`config.mk`:
```
export PLATFORM = sky130hd
export DESIGN_NAME = relay_response_time_tester_unit
export DESIGN_NICKNAME = d
export VERILOG_FILES = /design/src/rrt_pkg.sv /design/src/rrt_avg.sv /design/src/relay_response_time_tester_unit.sv
export SDC_FILE = /design/constraint.sdc
export NUM_CORES = 1
export LEC_CHECK = 0
export BUFFER_PORTS_ARGS = -buffer_cell sky130_fd_sc_hd__buf_2
export CAP_MARGIN = 0
export CELL_PAD_IN_SITES_DETAIL_PLACEMENT = 1
export CELL_PAD_IN_SITES_GLOBAL_PLACEMENT = 1
export CORE_ASPECT_RATIO = 1.1
export CORE_MARGIN = 3
export CORE_UTILIZATION = 45
export DETAILED_ROUTE_END_ITERATION = 7
export PLACE_DENSITY_LB_ADDON = 0.1
export RECOVER_POWER = 25
export SLEW_MARGIN = 15
export SYNTH_ARGS = -nofsm -noshare
export SYNTH_HDL_FRONTEND = slang
export SYNTH_HIERARCHICAL = 1
export SYNTH_SLANG_ARGS = --single-unit
```
`constraint.sdc`:
```
create_clock -name clock -period 11.4 [get_ports clock]
set_clock_uncertainty 0.2 [all_clocks]
set_input_delay 2.28 -clock clock [delete_from_list [all_inputs] [get_ports clock]]
set_output_delay 2.28 -clock clock [all_outputs]
set_load 0.005 [all_outputs]
```
`src/rrt_pkg.sv`:
```
`timescale 1ns / 1ps

package rrt_pkg;

   // Field and register widths
   localparam int unsigned TIMER_W  = 16;
   localparam int unsigned COUNT_W  = 5;
   localparam int unsigned SUM_W    = 20;
   localparam int unsigned AVG_W    = 23;
   localparam int unsigned CSR_IDX_W = 2;
   localparam int unsigned CSR_DATA_W = 16;

   // Reciprocal scaling for the average: avg = (sum * RECIP) >> AVG_SHIFT.
   // Exact for sum < 2**20 and a divisor of up to 16.
   localparam int unsigned AVG_SHIFT = 24;
   localparam int unsigned RECIP_W   = 31;

   // Register reset values
   localparam logic [TIMER_W-1:0] START_DELAY_RST = 16'd2000;
   localparam logic [TIMER_W-1:0] PAUSE_RST       = 16'd1000;
   localparam logic               ACTIVE_LOW_RST  = 1'b1;

   // Measurement phases, codes as seen on the rsp_phase port
   typedef enum logic [1:0] {
      PH_DELAY = 2'd0,
      PH_WAIT  = 2'd1,
      PH_PAUSE = 2'd2,
      PH_DONE  = 2'd3
   } phase_type;

   // Register indexes on the csr port
   typedef enum logic [CSR_IDX_W-1:0] {
      CSR_START_DELAY = 2'd0,
      CSR_PAUSE       = 2'd1,
      CSR_ACTIVE_LOW  = 2'd2
   } csr_index_type;

   // Saturating 16-bit increment
   function automatic logic [TIMER_W-1:0] sat_inc16(input logic [TIMER_W-1:0] v);
      sat_inc16 = (v == '1) ? v : v + TIMER_W'(1);
   endfunction

endpackage

```
`src/rrt_avg.sv`:
```
`timescale 1ns / 1ps

// Average in hundredths: floor(sum * 100 / MEAS_COUNT) by a constant
// reciprocal multiply, registered, so it follows the running sum in the next cycle.
module rrt_avg #(
   parameter int MEAS_COUNT = 10
) (
   input  logic                      clock,
   input  logic [rrt_pkg::SUM_W-1:0] sum,
   output logic [rrt_pkg::AVG_W-1:0] avg
);
   import rrt_pkg::*;

   localparam logic [RECIP_W-1:0] RECIP =
      RECIP_W'(((64'd100 << AVG_SHIFT) + 64'(MEAS_COUNT) - 64'd1) / 64'(MEAS_COUNT));

   logic [SUM_W+RECIP_W-1:0] prod;
   logic [AVG_W-1:0]         avg_ff;
   logic [AVG_W-1:0]         avg_in;

   assign prod   = (SUM_W+RECIP_W)'(sum) * (SUM_W+RECIP_W)'(RECIP);
   assign avg_in = prod[AVG_SHIFT +: AVG_W];

   always_ff @(posedge clock) begin
      avg_ff <= avg_in;
   end

   assign avg = avg_ff;

endmodule

```
`src/relay_response_time_tester_unit.sv`:
```
`timescale 1ns / 1ps

// Relay response time tester.
// Each item on the req_ channel is one millisecond tick; req_contact_fell
// flags a falling contact edge in that tick. Every accepted item gives
// exactly one item on the rsp_ channel: relay pin level, phase, and, on the
// ticks concerned, a completed sample or the final average (hundredths of
// a millisecond, reported once after MEAS_COUNT measurements).
// The result of an item is registered and is in the output register
// in the cycle after acceptance. One item per cycle is sustained while
// rsp_ready is high; the output register is refilled in the cycle it
// is taken, so req_ready follows rsp_ready while a result is held. If
// the receiver stalls, the result holds and req_ready drops until it
// is taken. The csr_ channel writes start delay, pause and relay
// polarity; it is always ready. It must be written only while no item
// is in flight; the block does not enforce this. Reset (synchronous)
// returns to the start delay phase with cleared counters, drops rsp_valid
// and restores register defaults (2000 ms, 1000 ms, active low).
module relay_response_time_tester_unit #(
   parameter int MEAS_COUNT = 10
) (
   input  logic                           clock,
   input  logic                           reset,
   // tick input
   input  logic                           req_valid,
   output logic                           req_ready,
   input  logic                           req_contact_fell,
   // result output
   output logic                           rsp_valid,
   input  logic                           rsp_ready,
   output logic                           rsp_relay_level,
   output logic [1:0]                     rsp_phase,
   output logic                           rsp_sample_valid,
   output logic [rrt_pkg::COUNT_W-1:0]    rsp_sample_number,
   output logic [rrt_pkg::TIMER_W-1:0]    rsp_sample_ms,
   output logic                           rsp_average_valid,
   output logic [rrt_pkg::AVG_W-1:0]      rsp_average_centi_ms,
   // register writes
   input  logic                           csr_valid,
   output logic                           csr_ready,
   input  logic [rrt_pkg::CSR_IDX_W-1:0]  csr_index,
   input  logic [rrt_pkg::CSR_DATA_W-1:0] csr_wdata
);
   import rrt_pkg::*;

   // configuration
   logic [TIMER_W-1:0] start_delay_ff;
   logic [TIMER_W-1:0] pause_ff;
   logic               active_low_ff;

   // measurement state
   phase_type          phase_ff, phase_in;
   logic [TIMER_W-1:0] phase_timer_ff, phase_timer_in;
   logic [TIMER_W-1:0] resp_timer_ff, resp_timer_in;
   logic [COUNT_W-1:0] done_count_ff, done_count_in;
   logic [SUM_W-1:0]   sum_ff, sum_in;
   logic               avg_reported_ff, avg_reported_in;

   // output register
   logic               rsp_valid_ff;
   logic               relay_level_ff, relay_level_in;
   logic [1:0]         phase_out_ff;
   logic               sample_valid_ff, sample_valid_in;
   logic [COUNT_W-1:0] sample_number_ff, sample_number_in;
   logic [TIMER_W-1:0] sample_ms_ff, sample_ms_in;
   logic               avg_valid_ff, avg_valid_in;
   logic [AVG_W-1:0]   avg_out_ff, avg_out_in;

   logic               accept;
   logic [TIMER_W-1:0] pt_inc;
   logic [TIMER_W-1:0] rt_inc;
   logic [AVG_W-1:0]   avg_val;

   assign req_ready = !rsp_valid_ff || rsp_ready;
   assign accept    = req_valid && req_ready;
   assign csr_ready = 1'b1;

   assign pt_inc = sat_inc16(phase_timer_ff);
   assign rt_inc = sat_inc16(resp_timer_ff);

   // average of the running sum, registered; settles in the cycle after sum_ff takes the last sample
   rrt_avg #(
      .MEAS_COUNT(MEAS_COUNT)
   ) u_avg (
      .clock (clock),
      .sum   (sum_ff),
      .avg   (avg_val)
   );

   // register writes
   always_ff @(posedge clock) begin
      if (reset) begin
         start_delay_ff <= START_DELAY_RST;
         pause_ff       <= PAUSE_RST;
         active_low_ff  <= ACTIVE_LOW_RST;
      end else if (csr_valid && csr_ready) begin
         unique case (csr_index)
            CSR_START_DELAY: start_delay_ff <= csr_wdata;
            CSR_PAUSE:       pause_ff       <= csr_wdata;
            CSR_ACTIVE_LOW:  active_low_ff  <= csr_wdata[0];
            default: ;
         endcase
      end
   end

   // next state for one tick
   always_comb begin
      phase_in        = phase_ff;
      phase_timer_in  = phase_timer_ff;
      resp_timer_in   = resp_timer_ff;
      done_count_in   = done_count_ff;
      sum_in          = sum_ff;
      avg_reported_in = avg_reported_ff;
      unique case (phase_ff)
         PH_DELAY: begin
            phase_timer_in = pt_inc;
            if (pt_inc >= start_delay_ff) begin
               phase_in      = PH_WAIT;
               resp_timer_in = '0;
            end
         end
         PH_WAIT: begin
            resp_timer_in = rt_inc;
            if (req_contact_fell) begin
               done_count_in  = done_count_ff + COUNT_W'(1);
               sum_in         = sum_ff + SUM_W'(rt_inc);
               phase_in       = PH_PAUSE;
               phase_timer_in = '0;
            end
         end
         PH_PAUSE: begin
            phase_timer_in = pt_inc;
            if (pt_inc >= pause_ff) begin
               phase_timer_in = '0;
               if (done_count_ff >= COUNT_W'(MEAS_COUNT)) begin
                  phase_in = PH_DONE;
               end else begin
                  phase_in      = PH_WAIT;
                  resp_timer_in = '0;
               end
            end
         end
         PH_DONE: begin
            avg_reported_in = 1'b1;
         end
         default: ;
      endcase
   end

   // result fields for one tick
   always_comb begin
      sample_valid_in  = 1'b0;
      sample_number_in = '0;
      sample_ms_in     = '0;
      avg_valid_in     = 1'b0;
      avg_out_in       = '0;
      unique case (phase_ff)
         PH_WAIT: begin
            if (req_contact_fell) begin
               sample_valid_in  = 1'b1;
               sample_number_in = done_count_in;
               sample_ms_in     = rt_inc;
            end
         end
         PH_DONE: begin
            if (!avg_reported_ff) begin
               avg_valid_in = 1'b1;
               avg_out_in   = avg_val;
            end
         end
         default: ;
      endcase
      relay_level_in = (phase_in == PH_WAIT) ^ active_low_ff;
   end

   // state registers
   always_ff @(posedge clock) begin
      if (reset) begin
         phase_ff        <= PH_DELAY;
         phase_timer_ff  <= '0;
         resp_timer_ff   <= '0;
         done_count_ff   <= '0;
         sum_ff          <= '0;
         avg_reported_ff <= 1'b0;
      end else if (accept) begin
         phase_ff        <= phase_in;
         phase_timer_ff  <= phase_timer_in;
         resp_timer_ff   <= resp_timer_in;
         done_count_ff   <= done_count_in;
         sum_ff          <= sum_in;
         avg_reported_ff <= avg_reported_in;
      end
   end

   // output register
   always_ff @(posedge clock) begin
      if (reset) begin
         rsp_valid_ff <= 1'b0;
      end else if (accept) begin
         rsp_valid_ff <= 1'b1;
      end else if (rsp_ready) begin
         rsp_valid_ff <= 1'b0;
      end
   end

   always_ff @(posedge clock) begin
      if (accept) begin
         relay_level_ff   <= relay_level_in;
         phase_out_ff     <= phase_in;
         sample_valid_ff  <= sample_valid_in;
         sample_number_ff <= sample_number_in;
         sample_ms_ff     <= sample_ms_in;
         avg_valid_ff     <= avg_valid_in;
         avg_out_ff       <= avg_out_in;
      end
   end

   assign rsp_valid            = rsp_valid_ff;
   assign rsp_relay_level      = relay_level_ff;
   assign rsp_phase            = phase_out_ff;
   assign rsp_sample_valid     = sample_valid_ff;
   assign rsp_sample_number    = sample_number_ff;
   assign rsp_sample_ms        = sample_ms_ff;
   assign rsp_average_valid    = avg_valid_ff;
   assign rsp_average_centi_ms = avg_out_ff;

endmodule

```
==> metrics.csv <==
stage,metric,value,unit
run_status,violations,"capacitance limit, slew limit",
synth,synth.distinct_cells,78,
clocking,clk_pin_slew,0.06,ns
synth,netlist.top_cell.by_area,dfxtp_1,
sta,fmax,194,MHz
hold_path,worstHoldPathCells,0,
grt,antenna_found_initial,0,
setup_path,start_kind,primary input,
layout,syn_to_final_growth,12.5,%
sta,finalHoldWorstSlack,0.203,ns
hold_path,hold_end,u_avg/avg[1]$_DFF_P_,
sta,worst_pin_slew,2.01,ns
sta,slew_viol_final,42,
hold_path,hp-class,reg -> reg,
grt,grt_max_degree,51,
synth,synth_warnings,6,
synth,syn-num-nets,1180,
setup_path,reg2reg_slack,7.14,ns
setup_path,critPathCaptureType,output port,
setup_path,path_max_fanout,3,
drt,ant_nets,0,
floorplan,die_area,22800,um2
floorplan,pin_count,76,
drt,first_iter_violations,206,
clocking,h-tree-depth,4,
clocking,cts_sinks,165,
synth,synth_top_area_share,24.6,%
setup_path,path_class,in -> out,
sta,period_share,45.2,%
clocking,clkLatencyLatePin,0.43,ns
floorplan,initial_core_util,46.7,%
clocking,post_cts_resized,0,
sta,rsz0062_at_grt,false,
place,post-dp-hpwl,17200,um
grt,grt_pass1_wl,39000,um
synth,ys_async_sr_fraction,0,%
setup_path,worstPathRequired,8.92,ns
power_and_ir_drop,p_leak,4.55,nW
layout,drive_gt1_share,12.5,%
setup_path,timing.rr.end,rsp_relay_level$_DFFE_PP_,
synth,synth_seq_cells,165,
synth,synth_top_flop_cell,dfxtp_1,
drt,drc,0,
power_and_ir_drop,power.density,122,nW/um2
synth,synth-edff-count,49,
setup_path,worstReg2RegStart,phase_timer_ff[0]$_SDFFE_PP0P_,
clocking,cts_tree,done,
sta,min_period,5.16,ns
clocking,root_buffer,clkbuf_16,
synth,synth_cells,1061,
drt,viasPerCell,5.47,
synth,syn_area,9440,um2
grt,grt-ovfl-total,0,
grt,grt_usage,21.2,%
grt,grt_pass1_vias,8019,
clocking,cts_made_buffers,17,
setup_path,cp.arrival,2.68,ns
synth,synth_area_leaders,"dfxtp_1 25%, edfxtp_1 16%, ha_1 12%",
layout,design_area,10600,um2
synth,yosysMostFrequentCell,nand2_1,
drt,drt_wl_total,23300,um
place,gp_congestion,0.831,
drt,wl_per_cell,16.8,um
clocking,post-cts-setup-buffers,0,
synth,synth_common_cells,"133 x nand2_1, 116 x dfxtp_1, 104 x a21oi_1, 104 x nor2_1, 93 x ha_1",
synth,avgSynthCellArea,8.90,um2
floorplan,core,20200,um2
power_and_ir_drop,ir_drop,0.0951,mV
drt,first_pass_iters,4,
sta,hold_violations,0,
sta,setup_viol,0,
sta,maxSlewHeadroom,-34.0,%
floorplan,die_h,158,um
clocking,cts-hold-fix-buffers,0,
layout,final_nets,1246,
floorplan,num_rows,54,
place,placed_area,10000,um2
flow_run,max_cap_violations,1,
sta,fin_setup_tns,0,ns
place,numPortBuffers,74,
run_status,status,"complete, but fails checks",
drt,vias,7617,
setup_path,rr_worst_depth,14,
synth,yosysSeqAreaShare,40.2,%
layout,diodes,0,
clocking,clockBufferDepth,2,
floorplan,die_w,144,um
hold_path,hp-start,sum_ff[0]$_SDFFE_PP0P_,
[sequential cells by signal, summed over array words and instances (netlist names)]
name                  flops
phase_ff                  2
rsp_sample_valid          1
start_delay_ff           16
rsp_average_valid         1
done_count_ff             5
phase_timer_ff           16
rsp_sample_number         5
u_avg/avg                22
rsp_valid                 1
pause_ff                 16
sum_ff                   20
rsp_average_centi_ms     23
active_low_ff             1
resp_timer_ff            16
rsp_sample_ms            16
rsp_phase                 2
avg_reported_ff           1
rsp_relay_level           1
[critical path, stage by stage]
cell and delay (ns):
buf_2 0.09, nand2b_1 0.16, buf_2 0.14
[cell type report]
cell class                      count  area [um2]
Fill cell                        2385        9580
Timing Repair Buffer               82         422
Clock buffer                       19         453
Sequential cell                   165        3790
Inverter                           65         244
Clock inverter                     13         159
Multi-Input combinational cell    796        5240
Tap cell                          252         315
[power breakdown]
part	switching, mW	leakage [nW]	internal, mW
clock	0.254	0.295	0.342
sequential	0.00677	1.43	0.619
combinational	0.0527	2.83	0.0268
[kinds of logic after synthesis]
| group | Yosys count | synth area share, % |
|---|---|---|
| AOI/OAI and AO/OA | 237 | 15.5 |
| xor gates and xnor gates | 58 | 5.38 |
| adders and majority gates | 95 | 12.8 |
| buffers and inverters | 100 | 4.39 |
| DFF | 165 | 40.2 |
| muxes | 16 | 1.75 |
| other | 2 | 0.0796 |
| and+or+nand+nor | 388 | 19.9 |
[worst max-delay path by stage]
| stage | startpoint | end | slack (ns) | depth (start not counted) |
|---|---|---|---|---|
| after floorplan | rsp_ready | req_ready | 6.48 | 1 |
| after global placement | rsp_ready | req_ready | 6.26 | 3 |
| after detailed placement | rsp_ready | req_ready | 6.24 | 3 |
| after CTS | rsp_ready | req_ready | 6.24 | 3 |
| after global routing | reset | phase_ff[1]$_SDFFE_PP0P_ | 6.13 | 5 |
| final | rsp_ready | req_ready | 6.24 | 3 |
[cell usage in the layout, fill, tap and decap left out, types with 4 or more instances in the layout]
master     synthesis  routed
nand2b_1          13      13
a21o_1            13      13
o21ai_1           11       9
and2_0             0      18
nand2_1          133     133
ha_1              93      93
edfxtp_1          49      49
inv_1             64      63
nor3_1            14      14
o21ai_0           31      33
nand4_1            5       5
a21boi_0           3       4
nand3b_1           5       5
nor2_1           104     104
a22oi_1            7       7
and2_1            29      11
mux2i_1           12      12
inv_6              0       5
a31oi_1            5       5
nor2b_1            7       7
clkbuf_16          0      17
a21oi_1          104     104
dfxtp_1          116     116
xnor2_1           36      36
mux2_2             4       4
a211oi_1          12      12
buf_2              1      73
and3_1             7       7
xor2_1            22      22
or3_1              7       7
o211ai_1          14      14
buf_4              6       6
nand3_1           31      31
[metrics by stage]
step	setup slack (ns)	utilization (%)	std cells	total power, mW
5_1_grt	6.13	52.6	1392	1.35
6_report	6.24	52.6	1392	1.30
3_3_place_gp	6.26	49.6	1360	0.716
3_5_place_dp	6.24	49.6	1360	0.719
4_1_cts	6.24	52.6	1392	1.32
2_1_floorplan	6.48	-	1061	0.685
[per-layer routing]
metal | GRT usage (%) | vias to the layer above | part of all wire, %
met2 | 41.4 | 60 | 54
met3 | 3.17 | 20 | 1.7
li1 | - | 3843 | -
met5 | 0 | - | 0
met1 | 23.9 | 3694 | 43
met4 | 4.89 | 0 | 1.1
Power figures use the tool's default switching activity.
